$ cat src/rtl/core/thumb_instruction_classifier_macros.svh
// Assertion macros for the Thumb classifier.
// All checks sample on i_clk and are off while i_rst_n is low.
`ifndef THUMB_INSTRUCTION_CLASSIFIER_MACROS_SVH
`define THUMB_INSTRUCTION_CLASSIFIER_MACROS_SVH

// Consequent must hold in the cycle the antecedent holds.
`define TIC_ASSERT_IMP(lbl, ante, cons, msg) \
    lbl: assert property (@(posedge i_clk) disable iff (!i_rst_n) (ante) |-> (cons)) \
        else $error(msg);

// Expression must never be true.
`define TIC_ASSERT_NEVER(lbl, expr, msg) \
    lbl: assert property (@(posedge i_clk) disable iff (!i_rst_n) !(expr)) \
        else $error(msg);

`endif

$ cat src/rtl/core/thumb_cls_pkg.sv
package thumb_cls_pkg;

    localparam int unsigned HALF_W = 16;
    localparam int unsigned ID_W   = 7;

    typedef logic [HALF_W-1:0] t_half;
    typedef logic [ID_W-1:0]   t_id;

    localparam t_id ID_UNDEFINED = 7'd0;
    localparam t_id ID_LSL1  = 7'd1;
    localparam t_id ID_LSR1  = 7'd2;
    localparam t_id ID_ASR1  = 7'd3;
    localparam t_id ID_ADD1  = 7'd4;
    localparam t_id ID_ADD3  = 7'd5;
    localparam t_id ID_SUB1  = 7'd6;
    localparam t_id ID_SUB3  = 7'd7;
    localparam t_id ID_MOV2  = 7'd8;
    localparam t_id ID_ADD2  = 7'd9;
    localparam t_id ID_CMP1  = 7'd10;
    localparam t_id ID_MOV1  = 7'd11;
    localparam t_id ID_SUB2  = 7'd12;
    localparam t_id ID_LDR3  = 7'd13;
    localparam t_id ID_STR2  = 7'd14;
    localparam t_id ID_STRH2 = 7'd15;
    localparam t_id ID_STRB2 = 7'd16;
    localparam t_id ID_LDRSB = 7'd17;
    localparam t_id ID_LDR2  = 7'd18;
    localparam t_id ID_LDRH2 = 7'd19;
    localparam t_id ID_LDRB2 = 7'd20;
    localparam t_id ID_LDRSH = 7'd21;
    localparam t_id ID_ADC   = 7'd22;
    localparam t_id ID_ADD4  = 7'd23;
    localparam t_id ID_AND   = 7'd24;
    localparam t_id ID_ASR2  = 7'd25;
    localparam t_id ID_BIC   = 7'd26;
    localparam t_id ID_BLX2  = 7'd27;
    localparam t_id ID_BX    = 7'd28;
    localparam t_id ID_CMN   = 7'd29;
    localparam t_id ID_CMP2  = 7'd30;
    localparam t_id ID_CMP3  = 7'd31;
    localparam t_id ID_EOR   = 7'd32;
    localparam t_id ID_LSL2  = 7'd33;
    localparam t_id ID_LSR2  = 7'd34;
    localparam t_id ID_MOV3  = 7'd35;
    localparam t_id ID_MUL   = 7'd36;
    localparam t_id ID_MVN   = 7'd37;
    localparam t_id ID_NEG   = 7'd38;
    localparam t_id ID_ORR   = 7'd39;
    localparam t_id ID_ROR   = 7'd40;
    localparam t_id ID_SBC   = 7'd41;
    localparam t_id ID_TST   = 7'd42;
    localparam t_id ID_STR1  = 7'd43;
    localparam t_id ID_LDR1  = 7'd44;
    localparam t_id ID_STRB1 = 7'd45;
    localparam t_id ID_LDRB1 = 7'd46;
    localparam t_id ID_STRH1 = 7'd47;
    localparam t_id ID_LDRH1 = 7'd48;
    localparam t_id ID_STR3  = 7'd49;
    localparam t_id ID_LDR4  = 7'd50;
    localparam t_id ID_ADD5  = 7'd51;
    localparam t_id ID_ADD6  = 7'd52;
    localparam t_id ID_ADD7  = 7'd53;
    localparam t_id ID_SUB4  = 7'd54;
    localparam t_id ID_PUSH  = 7'd55;
    localparam t_id ID_BKPT  = 7'd56;
    localparam t_id ID_POP   = 7'd57;
    localparam t_id ID_STMIA = 7'd58;
    localparam t_id ID_LDMIA = 7'd59;
    localparam t_id ID_SWI   = 7'd60;
    localparam t_id ID_B1    = 7'd61;
    localparam t_id ID_B2    = 7'd62;
    localparam t_id ID_BLX1  = 7'd63;
    localparam t_id ID_BL    = 7'd64;

    // Major groups, bits 15..13.
    localparam logic [2:0] GRP_SHIFT   = 3'b000;
    localparam logic [2:0] GRP_IMM     = 3'b001;
    localparam logic [2:0] GRP_REG     = 3'b010;
    localparam logic [2:0] GRP_LS_WB   = 3'b011;
    localparam logic [2:0] GRP_LS_HSP  = 3'b100;
    localparam logic [2:0] GRP_MISC    = 3'b101;
    localparam logic [2:0] GRP_MULT_BR = 3'b110;
    localparam logic [2:0] GRP_BRANCH  = 3'b111;

    localparam logic [4:0] SWI_ROW = 5'b11111;

    // Data processing and hi-register ops, indexed by bits 10..6.
    function automatic t_id dataproc_id(input logic [4:0] sel);
        t_id id;
        unique case (sel)
            5'd0:  id = ID_AND;
            5'd1:  id = ID_EOR;
            5'd2:  id = ID_LSL2;
            5'd3:  id = ID_LSR2;
            5'd4:  id = ID_ASR2;
            5'd5:  id = ID_ADC;
            5'd6:  id = ID_SBC;
            5'd7:  id = ID_ROR;
            5'd8:  id = ID_TST;
            5'd9:  id = ID_NEG;
            5'd10: id = ID_CMP2;
            5'd11: id = ID_CMN;
            5'd12: id = ID_ORR;
            5'd13: id = ID_MUL;
            5'd14: id = ID_BIC;
            5'd15: id = ID_MVN;
            5'd16, 5'd17, 5'd18, 5'd19: id = ID_ADD4;
            5'd20, 5'd21, 5'd22, 5'd23: id = ID_CMP3;
            5'd24, 5'd25, 5'd26, 5'd27: id = ID_MOV3;
            5'd28, 5'd29: id = ID_BX;
            default: id = ID_BLX2;
        endcase
        return id;
    endfunction

    // Register-offset load/store, indexed by bits 11..9.
    function automatic t_id regofs_id(input logic [2:0] sel);
        t_id id;
        unique case (sel)
            3'd0: id = ID_STR2;
            3'd1: id = ID_STRH2;
            3'd2: id = ID_STRB2;
            3'd3: id = ID_LDRSB;
            3'd4: id = ID_LDR2;
            3'd5: id = ID_LDRH2;
            3'd6: id = ID_LDRB2;
            default: id = ID_LDRSH;
        endcase
        return id;
    endfunction

    function automatic t_id classify(input t_half h);
        t_id        id;
        logic [1:0] op;
        op = h[12:11];
        unique case (h[15:13])
            GRP_SHIFT: begin
                unique case (op)
                    2'd0: id = ID_LSL1;
                    2'd1: id = ID_LSR1;
                    2'd2: id = ID_ASR1;
                    default: begin
                        unique case (h[10:9])
                            2'd0: id = ID_ADD3;
                            2'd1: id = ID_SUB3;
                            2'd2: id = ID_ADD1;
                            default: id = ID_SUB1;
                        endcase
                    end
                endcase
            end
            GRP_IMM: begin
                unique case (op)
                    2'd0: id = ID_MOV1;
                    2'd1: id = ID_CMP1;
                    2'd2: id = ID_ADD2;
                    default: id = ID_SUB2;
                endcase
            end
            GRP_REG: begin
                priority if (op == 2'd1) begin
                    id = ID_LDR3;
                end else if (op[1]) begin
                    id = regofs_id(h[11:9]);
                end else begin
                    id = dataproc_id(h[10:6]);
                end
            end
            GRP_LS_WB: begin
                unique case (op)
                    2'd0: id = ID_STR1;
                    2'd1: id = ID_LDR1;
                    2'd2: id = ID_STRB1;
                    default: id = ID_LDRB1;
                endcase
            end
            GRP_LS_HSP: begin
                unique case (op)
                    2'd0: id = ID_STRH1;
                    2'd1: id = ID_LDRH1;
                    2'd2: id = ID_STR3;
                    default: id = ID_LDR4;
                endcase
            end
            GRP_MISC: begin
                unique case (op)
                    2'd0: id = ID_ADD5;
                    2'd1: id = ID_ADD6;
                    2'd2: begin
                        priority if (h[10:7] == 4'd0) begin
                            id = ID_ADD7;
                        end else if (h[10:7] == 4'd1) begin
                            id = ID_SUB4;
                        end else if (h[10:9] == 2'd2) begin
                            id = ID_PUSH;
                        end else begin
                            id = ID_UNDEFINED;
                        end
                    end
                    default: begin
                        priority if (h[10:8] == 3'd6) begin
                            id = ID_BKPT;
                        end else if (h[10:9] == 2'd2) begin
                            id = ID_POP;
                        end else begin
                            id = ID_UNDEFINED;
                        end
                    end
                endcase
            end
            GRP_MULT_BR: begin
                priority if (op == 2'd0) begin
                    id = ID_STMIA;
                end else if (op == 2'd1) begin
                    id = ID_LDMIA;
                end else if (h[12:8] == SWI_ROW) begin
                    id = ID_SWI;
                end else begin
                    id = ID_B1;
                end
            end
            default: begin
                unique case (op)
                    2'd0: id = ID_B2;
                    2'd1: id = ID_BLX1;
                    default: id = ID_BL;
                endcase
            end
        endcase
        return id;
    endfunction

endpackage

$ cat src/rtl/core/thumb_instruction_classifier.sv
// Thumb instruction classifier: takes one 16-bit Thumb halfword per clock and
// returns a 7-bit instruction identifier (0 = undefined, 1..64 = form). busy
// never rises, so a new word may be started in every cycle. Each word goes
// through the input register, then the decode, then the result register.
// The result is shown on o_instr_id for one cycle only, marked by o_valid;
// there is no way to hold it, so capture it on that edge. Results leave in
// the order the words went in. Identifier 8 (MOV2) is never produced; the
// undefined conditional row 11110 in group 110 reads as B1, and the BLX
// prefix row 10 in group 111 reads as BL.
`include "thumb_instruction_classifier_macros.svh"

module thumb_instruction_classifier (
    input  logic                 i_clk,
    input  logic                 i_rst_n,
    input  logic                 start,
    output logic                 busy,
    input  thumb_cls_pkg::t_half i_instr_halfword,
    output logic                 o_valid,
    output thumb_cls_pkg::t_id   o_instr_id
);
    import thumb_cls_pkg::*;

    logic  r_in_valid;
    t_half r_half;
    logic  r_out_valid;
    t_id   r_id;
    t_id   n_id;

    // Never stall the sender: every stage advances every cycle.
    assign busy = 1'b0;

    // Input stage: capture the word on each start.
    always_ff @(posedge i_clk) begin
        if (!i_rst_n) begin
            r_in_valid <= 1'b0;
        end else begin
            r_in_valid <= start;
        end
    end

    always_ff @(posedge i_clk) begin
        if (start) begin
            r_half <= i_instr_halfword;
        end
    end

    // Decode: group from bits 15..13, then the nested field tests.
    always_comb begin
        n_id = classify(r_half);
    end

    // Result stage: the strobe follows the input stage's strobe in the next cycle; payload needs no reset.
    always_ff @(posedge i_clk) begin
        if (!i_rst_n) begin
            r_out_valid <= 1'b0;
        end else begin
            r_out_valid <= r_in_valid;
        end
    end

    always_ff @(posedge i_clk) begin
        if (r_in_valid) begin
            r_id <= n_id;
        end
    end

    assign o_valid    = r_out_valid;
    assign o_instr_id = r_id;

    // A result appears only where a start has passed through the input and result registers.
    `TIC_ASSERT_IMP(a_valid_follows_start, o_valid, $past(start, 2), "result without start")
    // MOV2 is unreachable by construction of group 000.
    `TIC_ASSERT_NEVER(a_no_mov2, o_valid && (o_instr_id == ID_MOV2), "MOV2 produced")
    // Only the miscellaneous group 1011 can decode as undefined.
    `TIC_ASSERT_IMP(a_undef_only_misc, o_valid && (o_instr_id == ID_UNDEFINED),
        ($past(i_instr_halfword[15:12], 2) == {GRP_MISC, 1'b1}),
        "undefined outside group 1011")

endmodule
$ cat config.mk
export PLATFORM = sky130hd
export DESIGN_NAME = thumb_instruction_classifier
export DESIGN_NICKNAME = d
export VERILOG_FILES = /design/src/rtl/core/thumb_cls_pkg.sv /design/src/rtl/core/thumb_instruction_classifier.sv
export VERILOG_INCLUDE_DIRS = /design/src /design/src/rtl/core
export SDC_FILE = /design/constraint.sdc
export NUM_CORES = 1
export LEC_CHECK = 0
export BUFFER_PORTS_ARGS = -buffer_cell sky130_fd_sc_hd__buf_4
export CAP_MARGIN = 20
export CORE_AREA = 4 4 70 53
export CTS_CLUSTER_SIZE = 40
export DETAILED_ROUTE_END_ITERATION = 8
export DIE_AREA = 0 0 74 57
export MAX_ROUTING_LAYER = met4
export PLACE_DENSITY = 0.82
export SKIP_LAST_GASP = 1
export SLEW_MARGIN = 10
export SYNTH_ARGS = -nofsm -noshare
export SYNTH_HDL_FRONTEND = slang
export SYNTH_SLANG_ARGS = --single-unit
$ cat constraint.sdc
create_clock -name i_clk -period 5.4 [get_ports i_clk]
set_input_delay 0.81 -clock i_clk [delete_from_list [all_inputs] [get_ports i_clk]]
set_output_delay 0.81 -clock i_clk [all_outputs]
set_load 0.005 [all_outputs]
==> flow_metrics.py <==
metrics = {
    "worst_setup_path": {
        "path_class": "input pin to register",
        "required_ns": 5.56,
        "rr_endpoint": "o_instr_id[5]$_DFFE_PP_",
        "endpoint_kind": "register",
        "startpoint_type": "input pin",
        "reg2reg_depth": 6,
        "r2r-start": "r_half[12]$_DFFE_PP_",
        "arrival_ns": 2.93,
        "r2r_slack_ns": 2.94,
        "crit_fanout": 18,
    },
    "cts": {
        "ctsResizeCount": 0,
        "clockBufferDepth": 2,
        "post_cts_buffers": 0,
        "clock_sinks": 25,
        "htree_num_levels": 1,
        "clockRootBuffer": "clkbuf_8",
        "cts_tree": "yes",
        "ctsHoldBuffers": 0,
        "numCtsBuffers": 3,
        "clk_latency_ns": 0.27,
        "path_clk_slew_ns": 0.09,
    },
    "synth": {
        "synth_edf_count": 17,
        "yosysSeqAreaShare_pct": 37.6,
        "ys.flop_type": "edfxtp_1",
        "synth-seq-cells": 25,
        "syn_area_um2": 1780,
        "yosysUniqueCellTypes": 49,
        "synth_nets": 211,
        "synth_area_per_cell_um2": 10.2,
        "synthArstFlopShare_pct": 0,
        "syn_inst": 175,
        "ys_warn_count": 0,
    },
    "final_layout": {
        "drive_above_1_share_pct": 18.7,
        "nets": 224,
        "antenna-diode-count": 0,
        "fillers": 245,
        "finalInstanceArea_um2": 1960,
        "syn_to_final_growth_pct": 9.75,
        "mostFrequentLayoutCell": "buf_4",
        "final_cell_mix": "20 x buf_4, 17 x ha_1, 17 x edfxtp_1, 10 x nand2_1",
    },
    "timing": {
        "finalCriticalPeriod_ns": 2.76,
        "fin_tns_setup_ns": 0,
        "hold_ws_ns": 0.625,
        "drv_slew": 0,
        "tightest_slew_ns": 0.685,
        "period_share_pct": 51.2,
        "fmax_ghz": 0.362,
        "skew_ns": 0.00565,
        "finalHoldViolCount": 0,
        "relSlewSlack_pct": 53.0,
        "finalSetupViolCount": 0,
        "rsz0062_at_grt": "false",
    },
    "floorplanning": {
        "dieWidth_um": 74,
        "rows": 17,
        "fp.dieH_um": 57,
        "die_area_um2": 4220,
        "start_util_pct": 58.6,
        "core_area_um2": 3040,
        "ioPinCount": 28,
    },
    "power": {
        "power_density_nw_per_um2": 248,
        "irDropWorstVdd_mv": 0.161,
        "power_mw": 0.485,
        "power.leakage_nw": 0.795,
    },
    "global_route": {
        "grt_pass1_wl_um": 6670,
        "grt_max_degree": 23,
        "grt_pass1_vias": 1448,
        "gr-usage-all-layers_pct": 20.7,
        "overflow": 0,
        "antenna_found_initial": 0,
    },
    "run_status": {
        "status": "completed",
    },
    "route": {
        "ant_nets": 0,
        "viasPerCell": 6.37,
        "vias": 1433,
        "first_pass_iters": 4,
        "drtIter0Drc": 124,
        "wire_per_inst_um": 17.5,
        "routed_wl_um": 3930,
        "post-route-drc-count": 0,
    },
    "placement": {
        "hpwl_um": 2830,
        "io_buffers": 20,
        "gp_congestion": 0.996,
        "placed_area_um2": 1910,
    },
    "hold_path": {
        "hp-start": "r_in_valid$_SDFF_PN0_",
        "hp-class": "register to register",
        "hold_depth": 0,
        "min_to": "o_instr_id[3]$_DFFE_PP_",
    },
    "job": {
        "drv_cap": 0,
    },
}
-- report_power, final --
part	switching, mW	leakage [nW]	internal [mW]
clock	0.0590	0.0255	0.0516
combinational	0.0646	0.540	0.0608
sequential	0.0219	0.230	0.227
total	0.146	0.795	0.339
-- cells in the mapped netlist (4+ instances only) --
| cell | count | share of area [%] |
|---|---|---|
| inv_1 | 9 | 1.9 |
| dfxtp_1 | 8 | 9.0 |
| edfxtp_1 | 17 | 29 |
| a211o_1 | 4 | 2.0 |
| mux2i_1 | 5 | 2.8 |
| nor3_1 | 5 | 1.4 |
| nor2_1 | 8 | 1.7 |
| a21oi_1 | 8 | 2.2 |
| nor2b_1 | 9 | 3.2 |
| a31oi_1 | 7 | 2.5 |
| clkbuf_1 | 8 | 1.7 |
| o21ai_0 | 9 | 2.5 |
| ha_1 | 17 | 12 |
| nand2_1 | 10 | 2.1 |
| nand3_1 | 4 | 1.1 |
-- worst max-delay path, cell delays in order --
cell	delay [ns]
buf_4	0.24
mux2i_1	0.63
inv_1	0.30
ha_1	0.33
mux4_2	0.46
nor2_1	0.10
a31oi_1	0.04
-- worst max-delay path by stage --
stage                from  endpoint  slack (ns)  cells past startpoint
floorplan           start  register        2.88                      7
global route        start  register        2.48                      7
CTS                 start  register        2.66                      7
detailed placement  start  register        2.38                      7
finish              start  register        2.64                      7
global placement    start  register        2.52                      7
-- cell families after synthesis --
group                    Yosys count  share of synthesized area, %
AO/OA/AOI/OAI                     49                          19.6
AND/OR/NAND/NOR                   50                          15.1
flip-flops                        25                          37.6
adder cells (fa/ha/maj)           17                          11.9
buffers and inverters             21                          5.82
multiplexers                      12                          9.75
other                              1                         0.210
-- area by class of cell --
cell class,instances,area [µm²],share of cell area [%]
clock inverter,1,5.00,0.256
multi-input combinational,129,1010,51.5
inverter,9,33.8,1.73
sequential,25,671,34.3
clock buffer,3,41.3,2.11
tap,38,47.5,2.43
timing repair buffer,20,150,7.67
-- routing by layer --
| layer | GRT usage (%) | share of wire (%) | up-vias |
|---|---|---|---|
| li1 | - | - | 680 |
| met3 | 4.40 | 7.3 | 8 |
| met4 | 4.39 | 1.6 | 0 |
| met2 | 33.6 | 49 | 66 |
| met1 | 26.6 | 42 | 679 |
| met5 | - | 0 | - |
-- metrics by stage --
step	setup slack, ns	utilization (%)	cells
after floorplan	2.88	-	175
after global placement	2.52	62.8	221
after detailed placement	2.38	62.8	221
after CTS	2.66	64.3	225
after global routing	2.48	64.3	225
final	2.64	64.3	225
No activity file was read; power rests on OpenSTA's default activity.
